[src/rtl/tcf_pkg.sv]
// ---------------------------------------------------------------------------
// Tilt complementary filter package
// Shared widths, register indexes, the state encoding and the CORDIC angle table.
// ---------------------------------------------------------------------------
package tcf_pkg;

    // Field widths
    localparam int RAW_W    = 16;
    localparam int TIME_W   = 32;
    localparam int TILT_W   = 18;
    localparam int ACCA_W   = 17;
    localparam int RATE_W   = 17;
    localparam int WGT_W    = 17;
    localparam int CFG_W    = 18;
    localparam int CFG_IDX_W = 2;

    // Register indexes
    localparam logic [CFG_IDX_W-1:0] REG_TAU    = 2'd0;
    localparam logic [CFG_IDX_W-1:0] REG_BIAS   = 2'd1;
    localparam logic [CFG_IDX_W-1:0] REG_OFFSET = 2'd2;

    // Divider geometry: 42-bit dividend, 21-bit divisor, one bit per cycle
    localparam int DIV_NUM_W = 42;
    localparam int DIV_DEN_W = 21;
    localparam int DIV_CNT_W = 6;
    localparam logic [DIV_CNT_W-1:0] DIV_LAST = 6'd41;

    // Controller states, one-hot
    typedef enum logic [9:0] {
        S_IDLE  = 10'b00_0000_0001,
        S_CORD  = 10'b00_0000_0010,
        S_RDIV  = 10'b00_0000_0100,
        S_WDIV  = 10'b00_0000_1000,
        S_WEND  = 10'b00_0001_0000,
        S_PMUL  = 10'b00_0010_0000,
        S_SLOAD = 10'b00_0100_0000,
        S_SDIV  = 10'b00_1000_0000,
        S_BMUL  = 10'b01_0000_0000,
        S_FIN   = 10'b10_0000_0000
    } t_state;

    // atan(2^-i) in 1/65536 degree
    function automatic logic [21:0] atan_entry(input logic [4:0] i);
        logic [21:0] v;
        case (i)
            5'd0:    v = 22'd2949120;
            5'd1:    v = 22'd1740967;
            5'd2:    v = 22'd919879;
            5'd3:    v = 22'd466945;
            5'd4:    v = 22'd234379;
            5'd5:    v = 22'd117304;
            5'd6:    v = 22'd58666;
            5'd7:    v = 22'd29335;
            5'd8:    v = 22'd14668;
            5'd9:    v = 22'd7334;
            5'd10:   v = 22'd3667;
            5'd11:   v = 22'd1833;
            5'd12:   v = 22'd917;
            5'd13:   v = 22'd458;
            5'd14:   v = 22'd229;
            5'd15:   v = 22'd115;
            5'd16:   v = 22'd57;
            5'd17:   v = 22'd29;
            5'd18:   v = 22'd14;
            5'd19:   v = 22'd7;
            5'd20:   v = 22'd4;
            5'd21:   v = 22'd2;
            5'd22:   v = 22'd1;
            default: v = 22'd0;
        endcase
        return v;
    endfunction

endpackage

[src/rtl/tcf_in_if.sv]
// ---------------------------------------------------------------------------
// Tilt filter sample channel
// Valid/ready channel carrying one command or sensor sample per beat.
// ---------------------------------------------------------------------------
interface tcf_in_if;
    logic                              valid;
    logic                              ready;
    logic                              command;
    logic signed [tcf_pkg::RAW_W-1:0]  accel_x;
    logic signed [tcf_pkg::RAW_W-1:0]  accel_z;
    logic signed [tcf_pkg::RAW_W-1:0]  gyro_y;
    logic        [tcf_pkg::TIME_W-1:0] time_ms;

    modport source (output valid, command, accel_x, accel_z, gyro_y, time_ms, input ready);
    modport sink   (input valid, command, accel_x, accel_z, gyro_y, time_ms, output ready);
endinterface

[src/rtl/tcf_out_if.sv]
// ---------------------------------------------------------------------------
// Tilt filter result channel
// Valid/ready channel carrying one filter result per beat.
// ---------------------------------------------------------------------------
interface tcf_out_if;
    logic                              valid;
    logic                              ready;
    logic signed [tcf_pkg::TILT_W-1:0] tilt_angle;
    logic        [tcf_pkg::ACCA_W-1:0] accel_angle;
    logic signed [tcf_pkg::RATE_W-1:0] gyro_rate;
    logic        [tcf_pkg::WGT_W-1:0]  blend_weight;

    modport source (output valid, tilt_angle, accel_angle, gyro_rate, blend_weight, input ready);
    modport sink   (input valid, tilt_angle, accel_angle, gyro_rate, blend_weight, output ready);
endinterface

[src/rtl/tilt_complementary_filter.sv]
// Timing: a sample runs the CORDIC, then the one-bit-per-cycle divider up to three times
//   (rate, weight, gyro step) and the serial blend multiplier.
// A seeding sample skips the blend; a zero weight denominator skips the weight divide.
// A new sample is taken only in idle, once the last result is posted; a restart beat gives no result.
// Reset (synchronous, active low): registers to defaults, filter needs seeding, last time 0.
// ---------------------------------------------------------------------------
// Tilt complementary filter
// CORDIC tilt, gyro rate scaling, blend weight and filtered angle, digit serial.
// ---------------------------------------------------------------------------
module tilt_complementary_filter #(
    parameter int CORDIC_STEPS = 16
) (
    input  logic                              i_clk,
    input  logic                              i_rst_n,
    input  logic                              i_cfg_we,
    input  logic [tcf_pkg::CFG_IDX_W-1:0]     i_cfg_idx,
    input  logic [tcf_pkg::CFG_W-1:0]         i_cfg_data,
    tcf_in_if.sink                            i_in,
    tcf_out_if.source                         o_out
);

    localparam int CW = (CORDIC_STEPS > 1) ? $clog2(CORDIC_STEPS) : 1;
    localparam logic [CW-1:0] C_LAST = CW'(CORDIC_STEPS - 1);

    // Configuration registers
    logic        [15:0] r_tau;
    logic signed [15:0] r_bias;
    logic signed [17:0] r_offset;

    // Control and state
    tcf_pkg::t_state    r_state;
    logic               r_seed;
    logic        [31:0] r_last;
    logic signed [31:0] r_filt;

    // Sample payload
    logic signed [15:0] r_gy;
    logic        [19:0] r_dt;
    logic               r_zero;
    logic signed [26:0] r_cx, r_cy, r_ca;
    logic      [CW-1:0] r_ci;
    logic        [16:0] r_acc;
    logic signed [16:0] r_rate;
    logic        [16:0] r_w;
    logic signed [43:0] r_prod;

    // Divider
    logic [tcf_pkg::DIV_NUM_W-1:0] r_dnum, r_dq;
    logic [tcf_pkg::DIV_DEN_W-1:0] r_drem, r_dden;
    logic [tcf_pkg::DIV_CNT_W-1:0] r_dcnt;

    // Serial multiplier
    logic signed [55:0] r_mcand, r_macc;
    logic        [16:0] r_mplier;
    logic         [4:0] r_mcnt;

    // Result register
    logic               r_ov;
    logic signed [17:0] r_o_tilt;
    logic        [16:0] r_o_acc;
    logic signed [16:0] r_o_rate;
    logic        [16:0] r_o_w;

    logic in_acc, out_take, fin_post;
    assign i_in.ready = (r_state == tcf_pkg::S_IDLE);
    assign in_acc     = i_in.valid && i_in.ready;
    assign out_take   = r_ov && o_out.ready;
    assign fin_post   = (r_state == tcf_pkg::S_FIN) && (!r_ov || o_out.ready);

    assign o_out.valid        = r_ov;
    assign o_out.tilt_angle   = r_o_tilt;
    assign o_out.accel_angle  = r_o_acc;
    assign o_out.gyro_rate    = r_o_rate;
    assign o_out.blend_weight = r_o_w;

    // Combinational datapath
    logic        [31:0] tdiff;
    logic        [19:0] dt_in;
    logic signed [26:0] xs, ys, ix, iy, ia;
    logic signed [26:0] shx, shy, at, n_cx, n_cy, n_ca, af;
    logic        [16:0] acc_c;
    logic signed [16:0] gy17;
    logic        [16:0] gmag;
    logic        [21:0] rem2;
    logic               ge;
    logic [tcf_pkg::DIV_DEN_W-1:0] n_drem;
    logic [tcf_pkg::DIV_NUM_W-1:0] n_dq;
    logic signed [18:0] rq, rsum;
    logic signed [16:0] rate_c;
    logic        [20:0] den;
    logic        [32:0] wnum;
    logic signed [37:0] pmul;
    logic        [43:0] pmag;
    logic signed [36:0] step;
    logic signed [37:0] ssum;
    logic signed [25:0] acc_s;
    logic signed [38:0] diff;
    logic signed [55:0] n_macc;
    logic signed [57:0] total;
    logic signed [41:0] blend;
    logic signed [31:0] filt_c;
    logic signed [32:0] t1;
    logic signed [25:0] t3;
    logic signed [17:0] tilt_c;

    always_comb begin
        // elapsed time, saturated
        tdiff = i_in.time_ms - r_last;
        dt_in = (tdiff > 32'd1048575) ? 20'hFFFFF : tdiff[19:0];

        // CORDIC pre-rotation into the right half plane
        xs = {{3{i_in.accel_z[15]}}, i_in.accel_z, 8'h00};
        ys = {{3{i_in.accel_x[15]}}, i_in.accel_x, 8'h00};
        ix = xs;
        iy = ys;
        ia = '0;
        if (xs[26]) begin
            if (!ys[26]) begin
                ix = ys;
                iy = -xs;
                ia = 27'sd5898240;
            end else begin
                ix = -ys;
                iy = xs;
                ia = -27'sd5898240;
            end
        end

        // one CORDIC micro-rotation
        shx = r_cx >>> r_ci;
        shy = r_cy >>> r_ci;
        at  = $signed({5'b0, tcf_pkg::atan_entry(5'(r_ci))});
        if (!r_cy[26]) begin
            n_cx = r_cx + shy;
            n_cy = r_cy - shx;
            n_ca = r_ca + at;
        end else begin
            n_cx = r_cx - shy;
            n_cy = r_cy + shx;
            n_ca = r_ca - at;
        end
        // add 180 degrees and half an output step
        af = n_ca + 27'sd11796608;
        if (af[26]) begin
            acc_c = 17'd0;
        end else if (af > 27'sd23592960) begin
            acc_c = 17'd92160;
        end else begin
            acc_c = af[24:8];
        end
        if (r_zero) begin
            acc_c = 17'd46080;
        end

        // gyro magnitude for the divide by 131
        gy17 = 17'(r_gy);
        gmag = gy17[16] ? 17'(-gy17) : 17'(gy17);

        // one restoring divider step
        rem2   = {r_drem, r_dnum[tcf_pkg::DIV_NUM_W-1]};
        ge     = (rem2 >= {1'b0, r_dden});
        n_drem = ge ? 21'(rem2 - {1'b0, r_dden}) : rem2[20:0];
        n_dq   = {r_dq[tcf_pkg::DIV_NUM_W-2:0], ge};

        // gyro rate: negate, add bias, saturate
        rq = (!r_gy[15] && (r_gy != 16'sd0)) ? -$signed({2'b0, n_dq[16:0]})
                                               : $signed({2'b0, n_dq[16:0]});
        rsum = rq + 19'(r_bias);
        if (rsum < -19'sd65536) begin
            rate_c = -17'sd65536;
        end else if (rsum > 19'sd65535) begin
            rate_c = 17'sd65535;
        end else begin
            rate_c = rsum[16:0];
        end

        // weight divide operands
        den  = {5'b0, r_tau} + {1'b0, r_dt};
        wnum = {1'b0, r_tau, 16'h0000} + {13'b0, den[20:1]};

        // gyro step product and magnitude
        pmul = r_rate * $signed({1'b0, r_dt});
        pmag = r_prod[43] ? 44'(-r_prod) : 44'(r_prod);

        // blend difference: filt + step - accel*256
        step  = r_prod[43] ? -$signed({1'b0, n_dq[35:0]}) : $signed({1'b0, n_dq[35:0]});
        acc_s = $signed({1'b0, r_acc, 8'h00});
        ssum  = 38'(r_filt) + 38'(step);
        diff  = 39'(ssum) - 39'(acc_s);

        // serial multiply step and final blend
        n_macc = r_mplier[0] ? (r_macc + r_mcand) : r_macc;
        total  = 58'(n_macc) + 58'($signed({1'b0, r_acc, 24'h000000})) + 58'sd32768;
        blend  = total[57:16];
        if (blend > 42'sd2147483647) begin
            filt_c = 32'sh7FFFFFFF;
        end else if (blend < -42'sd2147483648) begin
            filt_c = 32'sh80000000;
        end else begin
            filt_c = blend[31:0];
        end

        // output angle: round, offset, saturate
        t1 = 33'(r_filt) + 33'sd128;
        t3 = 26'(t1 >>> 8) + 26'(r_offset);
        if (t3 > 26'sd131071) begin
            tilt_c = 18'sd131071;
        end else if (t3 < -26'sd131072) begin
            tilt_c = -18'sd131072;
        end else begin
            tilt_c = t3[17:0];
        end
    end

    // Configuration writes
    always_ff @(posedge i_clk) begin
        if (!i_rst_n) begin
            r_tau    <= 16'd3000;
            r_bias   <= 16'sd205;
            r_offset <= -18'sd50790;
        end else if (i_cfg_we) begin
            case (i_cfg_idx)
                tcf_pkg::REG_TAU:    r_tau    <= i_cfg_data[15:0];
                tcf_pkg::REG_BIAS:   r_bias   <= $signed(i_cfg_data[15:0]);
                tcf_pkg::REG_OFFSET: r_offset <= $signed(i_cfg_data);
                default: ;
            endcase
        end
    end

    // Controller and filter state
    always_ff @(posedge i_clk) begin
        if (!i_rst_n) begin
            r_state <= tcf_pkg::S_IDLE;
            r_seed  <= 1'b1;
            r_last  <= '0;
            r_filt  <= '0;
            r_ov    <= 1'b0;
        end else begin
            // post a new result or free the result register
            if (fin_post) begin
                r_ov <= 1'b1;
            end else if (out_take) begin
                r_ov <= 1'b0;
            end
            case (r_state)
                tcf_pkg::S_IDLE: begin
                    if (in_acc) begin
                        if (i_in.command) begin
                            r_seed <= 1'b1;
                            r_last <= '0;
                        end else begin
                            r_last  <= i_in.time_ms;
                            r_state <= tcf_pkg::S_CORD;
                        end
                    end
                end
                tcf_pkg::S_CORD: begin
                    if (r_ci == C_LAST) begin
                        r_state <= tcf_pkg::S_RDIV;
                    end
                end
                tcf_pkg::S_RDIV: begin
                    if (r_dcnt == tcf_pkg::DIV_LAST) begin
                        r_state <= (den == 21'd0) ? tcf_pkg::S_WEND : tcf_pkg::S_WDIV;
                    end
                end
                tcf_pkg::S_WDIV: begin
                    if (r_dcnt == tcf_pkg::DIV_LAST) begin
                        r_state <= tcf_pkg::S_WEND;
                    end
                end
                tcf_pkg::S_WEND: begin
                    if (r_seed) begin
                        r_seed  <= 1'b0;
                        r_filt  <= $signed({7'b0, r_acc, 8'h00});
                        r_state <= tcf_pkg::S_FIN;
                    end else begin
                        r_state <= tcf_pkg::S_PMUL;
                    end
                end
                tcf_pkg::S_PMUL:  r_state <= tcf_pkg::S_SLOAD;
                tcf_pkg::S_SLOAD: r_state <= tcf_pkg::S_SDIV;
                tcf_pkg::S_SDIV: begin
                    if (r_dcnt == tcf_pkg::DIV_LAST) begin
                        r_state <= tcf_pkg::S_BMUL;
                    end
                end
                tcf_pkg::S_BMUL: begin
                    if (r_mcnt == 5'd16) begin
                        r_filt  <= filt_c;
                        r_state <= tcf_pkg::S_FIN;
                    end
                end
                tcf_pkg::S_FIN: begin
                    if (fin_post) begin
                        r_state <= tcf_pkg::S_IDLE;
                    end
                end
                default: r_state <= tcf_pkg::S_IDLE;
            endcase
        end
    end

    // Datapath registers
    always_ff @(posedge i_clk) begin
        case (r_state)
            tcf_pkg::S_IDLE: begin
                // capture sample and start the CORDIC
                r_gy   <= i_in.gyro_y;
                r_dt   <= dt_in;
                r_zero <= (i_in.accel_x == 16'sd0) && (i_in.accel_z == 16'sd0);
                r_cx   <= ix;
                r_cy   <= iy;
                r_ca   <= ia;
                r_ci   <= '0;
            end
            tcf_pkg::S_CORD: begin
                r_cx <= n_cx;
                r_cy <= n_cy;
                r_ca <= n_ca;
                r_ci <= r_ci + CW'(1);
                if (r_ci == C_LAST) begin
                    // load the divide by 131
                    r_acc  <= acc_c;
                    r_dnum <= {17'b0, gmag, 8'h00} + 42'd65;
                    r_dden <= 21'd131;
                    r_drem <= '0;
                    r_dq   <= '0;
                    r_dcnt <= '0;
                end
            end
            tcf_pkg::S_RDIV, tcf_pkg::S_WDIV, tcf_pkg::S_SDIV: begin
                if (r_dcnt == tcf_pkg::DIV_LAST) begin
                    if (r_state == tcf_pkg::S_RDIV) begin
                        // load the weight divide
                        r_rate <= rate_c;
                        r_w    <= 17'd65536;
                        r_dnum <= {9'b0, wnum};
                        r_dden <= den;
                        r_drem <= '0;
                        r_dq   <= '0;
                        r_dcnt <= '0;
                    end else if (r_state == tcf_pkg::S_WDIV) begin
                        r_w <= n_dq[16:0];
                    end else begin
                        // load the blend multiply
                        r_mcand  <= 56'(diff);
                        r_mplier <= r_w;
                        r_macc   <= '0;
                        r_mcnt   <= '0;
                    end
                end else begin
                    // advance one quotient bit
                    r_dnum <= {r_dnum[tcf_pkg::DIV_NUM_W-2:0], 1'b0};
                    r_drem <= n_drem;
                    r_dq   <= n_dq;
                    r_dcnt <= r_dcnt + 6'd1;
                end
            end
            tcf_pkg::S_PMUL: begin
                r_prod <= {pmul[37], pmul, 5'b00000};
            end
            tcf_pkg::S_SLOAD: begin
                // load the divide by 125
                r_dnum <= pmag[41:0] + 42'd62;
                r_dden <= 21'd125;
                r_drem <= '0;
                r_dq   <= '0;
                r_dcnt <= '0;
            end
            tcf_pkg::S_BMUL: begin
                r_macc   <= n_macc;
                r_mcand  <= r_mcand <<< 1;
                r_mplier <= r_mplier >> 1;
                r_mcnt   <= r_mcnt + 5'd1;
            end
            tcf_pkg::S_FIN: begin
                if (fin_post) begin
                    r_o_tilt <= tilt_c;
                    r_o_acc  <= r_acc;
                    r_o_rate <= r_rate;
                    r_o_w    <= r_w;
                end
            end
            default: ;
        endcase
    end

    // Assertions
    a_restart_seeds: assert property (@(posedge i_clk) disable iff (!i_rst_n)
        (in_acc && i_in.command) |=> (r_seed && (r_last == 32'd0)))
        else $error("restart did not arm seeding");

    a_div_count: assert property (@(posedge i_clk) disable iff (!i_rst_n)
        (r_state == tcf_pkg::S_RDIV || r_state == tcf_pkg::S_WDIV ||
         r_state == tcf_pkg::S_SDIV) |-> (r_dcnt <= tcf_pkg::DIV_LAST))
        else $error("divider counter overrun");

    a_acc_range: assert property (@(posedge i_clk) disable iff (!i_rst_n)
        r_ov |-> (r_o_acc <= 17'd92160))
        else $error("accel angle out of range");

    a_wgt_range: assert property (@(posedge i_clk) disable iff (!i_rst_n)
        r_ov |-> (r_o_w <= 17'd65536))
        else $error("blend weight out of range");

    a_result_once: assert property (@(posedge i_clk) disable iff (!i_rst_n)
        (r_state == tcf_pkg::S_FIN && (!r_ov || o_out.ready)) |=>
            (r_ov && r_state == tcf_pkg::S_IDLE))
        else $error("result not posted");

endmodule
[src/flat_wrapper.sv]
// flat-port wrapper written by rule: the top's interface ports become plain ports
module tilt_complementary_filter_flat 
#(
    parameter int CORDIC_STEPS = 16
)
  (i_clk, i_rst_n, i_cfg_we, i_cfg_idx, i_cfg_data, i_in_valid, i_in_command, i_in_accel_x, i_in_accel_z, i_in_gyro_y, i_in_time_ms, i_in_ready, o_out_valid, o_out_tilt_angle, o_out_accel_angle, o_out_gyro_rate, o_out_blend_weight, o_out_ready);
  tcf_in_if i_in_i ();
  tcf_out_if o_out_i ();
  input  logic i_clk;
  input  logic i_rst_n;
  input  logic i_cfg_we;
  input  logic [tcf_pkg::CFG_IDX_W-1:0] i_cfg_idx;
  input  logic [tcf_pkg::CFG_W-1:0] i_cfg_data;
  input wire logic [$bits(i_in_i.valid)-1:0] i_in_valid;
  input wire logic [$bits(i_in_i.command)-1:0] i_in_command;
  input wire logic [$bits(i_in_i.accel_x)-1:0] i_in_accel_x;
  input wire logic [$bits(i_in_i.accel_z)-1:0] i_in_accel_z;
  input wire logic [$bits(i_in_i.gyro_y)-1:0] i_in_gyro_y;
  input wire logic [$bits(i_in_i.time_ms)-1:0] i_in_time_ms;
  output wire logic [$bits(i_in_i.ready)-1:0] i_in_ready;
  output wire logic [$bits(o_out_i.valid)-1:0] o_out_valid;
  output wire logic [$bits(o_out_i.tilt_angle)-1:0] o_out_tilt_angle;
  output wire logic [$bits(o_out_i.accel_angle)-1:0] o_out_accel_angle;
  output wire logic [$bits(o_out_i.gyro_rate)-1:0] o_out_gyro_rate;
  output wire logic [$bits(o_out_i.blend_weight)-1:0] o_out_blend_weight;
  input wire logic [$bits(o_out_i.ready)-1:0] o_out_ready;
  assign i_in_i.valid = i_in_valid;
  assign i_in_i.command = i_in_command;
  assign i_in_i.accel_x = i_in_accel_x;
  assign i_in_i.accel_z = i_in_accel_z;
  assign i_in_i.gyro_y = i_in_gyro_y;
  assign i_in_i.time_ms = i_in_time_ms;
  assign i_in_ready = i_in_i.ready;
  assign o_out_valid = o_out_i.valid;
  assign o_out_tilt_angle = o_out_i.tilt_angle;
  assign o_out_accel_angle = o_out_i.accel_angle;
  assign o_out_gyro_rate = o_out_i.gyro_rate;
  assign o_out_blend_weight = o_out_i.blend_weight;
  assign o_out_i.ready = o_out_ready;
  tilt_complementary_filter #(.CORDIC_STEPS(CORDIC_STEPS)) u_core (.i_clk(i_clk), .i_rst_n(i_rst_n), .i_cfg_we(i_cfg_we), .i_cfg_idx(i_cfg_idx), .i_cfg_data(i_cfg_data), .i_in(i_in_i), .o_out(o_out_i));
endmodule
[config.mk]
export PLATFORM = sky130hd
export DESIGN_NAME = tilt_complementary_filter_flat
export DESIGN_NICKNAME = d
export VERILOG_FILES = /design/src/rtl/tcf_pkg.sv /design/src/rtl/tcf_in_if.sv /design/src/rtl/tcf_out_if.sv /design/src/rtl/tilt_complementary_filter.sv /design/src/flat_wrapper.sv
export SDC_FILE = /design/constraint.sdc
export NUM_CORES = 2
export LEC_CHECK = 0
export BUFFER_PORTS_ARGS = -buffer_cell sky130_fd_sc_hd__buf_2
export CORE_UTILIZATION = 50
export DETAILED_ROUTE_END_ITERATION = 10
export GPL_TIMING_DRIVEN = 0
export HOLD_SLACK_MARGIN = 0.03
export PLACE_DENSITY = 0.69
export SLEW_MARGIN = 20
export SYNTH_ARGS = -nofsm -noshare
export SYNTH_HDL_FRONTEND = slang
export SYNTH_SLANG_ARGS = --single-unit
[constraint.sdc]
create_clock -name i_clk -period 9.45 [get_ports i_clk]
set_input_delay 0.4725 -clock i_clk [delete_from_list [all_inputs] [get_ports i_clk]]
set_output_delay 0.4725 -clock i_clk [all_outputs]
set_load 0.01 [all_outputs]
==> metrics.yaml <==
synth:
  synth_warnings: 0
  netlist_top_cells_area: "edfxtp_1 (25%), ha_1 (9.4%), fa_1 (9.3%)"
  synth_top_area_share: 0.254
  ys_seq_area_frac: 0.301
  ys_ff_latch: 687
  synth-edff-count: 539
  synth.distinct_cells: 99
  postSynthCellCount: 7210
  syn_area_um2: 63700
  synth-main-ff-cell: "edfxtp_1"
  async_flop_share: 0
  syn_avg_cell_area_um2: 8.83
  synth_area_leader_cell: "edfxtp_1"
  syn_nets: 8092
power_and_ir_drop:
  p_total_mw: 16.6
  vdd.ir_drop.worst_mv: 0.365
  powerDensity_nw_per_um2: 236
  power.leakage_nw: 28.9
grt:
  antenna_found_initial: 28
  grt_usage: 0.302
  grt_pass1_vias: 52700
  overflow: 0
  grt_start_max_net_pins: 56
  grt_first_pass_wirelength_um: 304000
drt:
  post-route-drc-count: 0
  first_iter_violations: 5031
  via_per_inst: 5.93
  dr.pass1.iters: 6
  ant_nets: 0
  wl_per_cell_um: 21.5
  routed_wl_um: 199000
  num_vias: 54800
die:
  num_rows: 130
  dieArea_um2: 129000
  die_x_um: 359
  die_h_um: 359
  initial_core_util: 0.506
  ios: 177
  core_area_um2: 126000
worst_setup_path:
  r2r_end: "u_core.r_filt[11]$_SDFFE_PN0P_"
  rrSetupSlack_ns: 0.37
  r2r_cells: 25
  critPathLaunchType: "flop"
  cp.required_ns: 10.03
  critPathMaxFanout: 10
  critical_path_class: "flop to flop"
  cp-end-kind: "flop"
  worstPathArrival_ns: 9.66
  timing.rr.start: "u_core.r_mplier[0]$_DFFE_PP_"
flow_run:
  max-cap-violations: 0
sta:
  worstMarginPinSlew_ns: 1.20
  max_freq_mhz: 110
  setup_viol: 0
  slew_headroom: 0.199
  final_max_slew_viol_count: 0
  holdWs_ns: 0.0808
  final.period_utilization: 0.960
  fin_ws_ns: 0.374
  finalHoldViolCount: 0
  fin_crit_ns: 9.08
  clock_skew_ns: 0.0373
finish:
  layout.area.seq_um2: 19100
  mostFrequentLayoutCell: "nand2_1"
  most-common-layout-cells: "nand2_1 (836), inv_1 (637), edfxtp_1 (539)"
  multi_input_area_um2: 41000
  layout-drive-gt1-share: 0.0737
  nets: 8412
  fillers: 11500
  fin_cells: 9255
  area_delta_synth_final_pct: 10.6
run_status:
  status: "complete, no violations"
hold_path:
  hold_path_startpoint: "i_cfg_data[16]"
  min_path_cells: 3
  hold_class: "input pin to flop"
  whs_endpoint: "u_core.r_offset[16]$_SDFFE_PN1P_"
clock_tree:
  cts.path.max_buffers: 3
  cts_sinks: 687
  numCtsBuffers: 84
  cts_tree: "done"
  clk_pin_slew_ns: 0.06
  clock_latency_ns: 0.73
  cts_root_buf: "clkbuf_16"
  cts-htree-levels: 3
place:
  dp_cells: 9067
  dp_slack_ns: -1.35
  dp_hpwl_um: 157000
  place.port_buffers: 173
  routabilityCongestion: 0.995
==> power by group <==
group / switching, mW / internal, mW
clock: 1.42 / 1.94
combinational: 5.60 / 3.59
sequential: 0.301 / 3.75
==> registers in the layout, summed over array words and instances, names as in the netlist, 18 cells and up <==
| register | count |
|---|---|
| u_core.at | 22 |
| u_core.o_out.tilt_angle | 18 |
| u_core.r_ca | 27 |
| u_core.r_cx | 27 |
| u_core.r_cy | 27 |
| u_core.r_dden | 21 |
| u_core.r_dnum | 42 |
| u_core.r_dq | 35 |
| u_core.r_drem | 21 |
| u_core.r_dt | 20 |
| u_core.r_filt | 32 |
| u_core.r_last | 32 |
| u_core.r_macc | 56 |
| u_core.r_mcand | 56 |
| u_core.r_offset | 18 |
| u_core.r_prod | 38 |
==> metal layers <==
metal  global-route usage  vias up  share of wire
met5                    0        -         0.0010
met4                0.104       32          0.036
met3               0.0537      416          0.077
met2                0.482     1993           0.45
met1                0.414    26500           0.44
li1                     -    25900              -
==> through the flow <==
step	util	area, um2	TNS (ns)
after global routing	0.559	70400	-0.233
final	0.559	70400	0
after CTS	0.558	70300	0
after floorplan	-	63700	0
after detailed placement	0.533	67200	-28.78
after global placement	0.529	66600	-518.49
==> worst max-delay path, cell delays in order (launching register included) <==
cell       delay (ns)
edfxtp_1         0.55
clkbuf_1         0.35
inv_1            0.15
clkbuf_1         0.57
clkbuf_1         0.59
buf_1            0.67
o31ai_1          0.32
ha_1             0.29
fa_1             0.44
a211oi_1         0.37
o21ai_1          0.20
a31oi_1          0.34
a31oi_1          0.23
or4b_1           0.51
nand3_1          0.17
nand3_1          0.26
a211o_1          0.31
a2111oi_1        0.53
o21ai_1          0.19
or3_1            0.37
o41ai_1          0.42
a31oi_1          0.23
nand2b_1         0.24
buf_4            0.23
a21oi_1          0.29
nor4b_2          0.08
==> layout make-up <==
cell class / instances / area share
Multi-Input combinational cell: 5561 / 0.583
Sequential cell: 687 / 0.272
Inverter: 639 / 0.0342
Clock buffer: 96 / 0.0306
Tap cell: 1650 / 0.0293
Timing Repair Buffer: 235 / 0.0231
Buffer: 322 / 0.0183
Clock inverter: 60 / 0.00959
Antenna cell: 5 / 0.000178
==> Yosys cell counts (148+ instances only) <==
cell type and n:
a21oi_1 468, and2_1 260, clkbuf_1 267, dfxtp_1 148, edfxtp_1 539, fa_1 297
ha_1 479, inv_1 639, nand2_1 836, nand3_1 183, nor2_1 489, o21ai_0 368
xnor2_1 343, xor2_1 219
==> how the worst max path moves through the flow <==
stage               cells past startpoint                            start                             end  slack (ns)
CTS                                    24     u_core.r_mplier[0]$_DFFE_PP_   u_core.r_filt[9]$_SDFFE_PN0P_        0.02
finish                                 25     u_core.r_mplier[0]$_DFFE_PP_  u_core.r_filt[11]$_SDFFE_PN0P_        0.37
global route                           40  u_core.r_dnum[41]$_SDFFCE_PP0P_    u_core.r_mcand[39]$_DFFE_PP_       -0.03
floorplan                               7   u_core.r_state[3]$_SDFFE_PN0P_  u_core.r_macc[0]$_SDFFCE_PN0P_        0.49
detailed placement                     41  u_core.r_dnum[41]$_SDFFCE_PP0P_    u_core.r_mcand[54]$_DFFE_PP_       -1.35
global placement                        7   u_core.r_state[3]$_SDFFE_PN0P_    u_core.r_mcand[49]$_DFFE_PP_       -3.62
==> repair_timing <==
action,in CTS,in global routing
setup buffers,1,1
endpoints found under the setup margin,71,76
hold endpoints to repair,33,0
hold buffers,26,0
cloned,0,0
gates resized for setup,16,34
pin swaps,1,3
==> cells by family (layout without fill, tap and decap cells) <==
kind of cell,Yosys count,after routing,synth area share
compound gates,1560,1560,0.155
flops,687,687,0.301
simple gates,2521,2521,0.195
other cells,0,5,0
mux,142,142,0.0265
xor+xnor,562,562,0.0773
fa+ha+maj,776,776,0.187
buf+inv,962,1352,0.0575
Note: power is estimated with default switching activity, not from simulation.
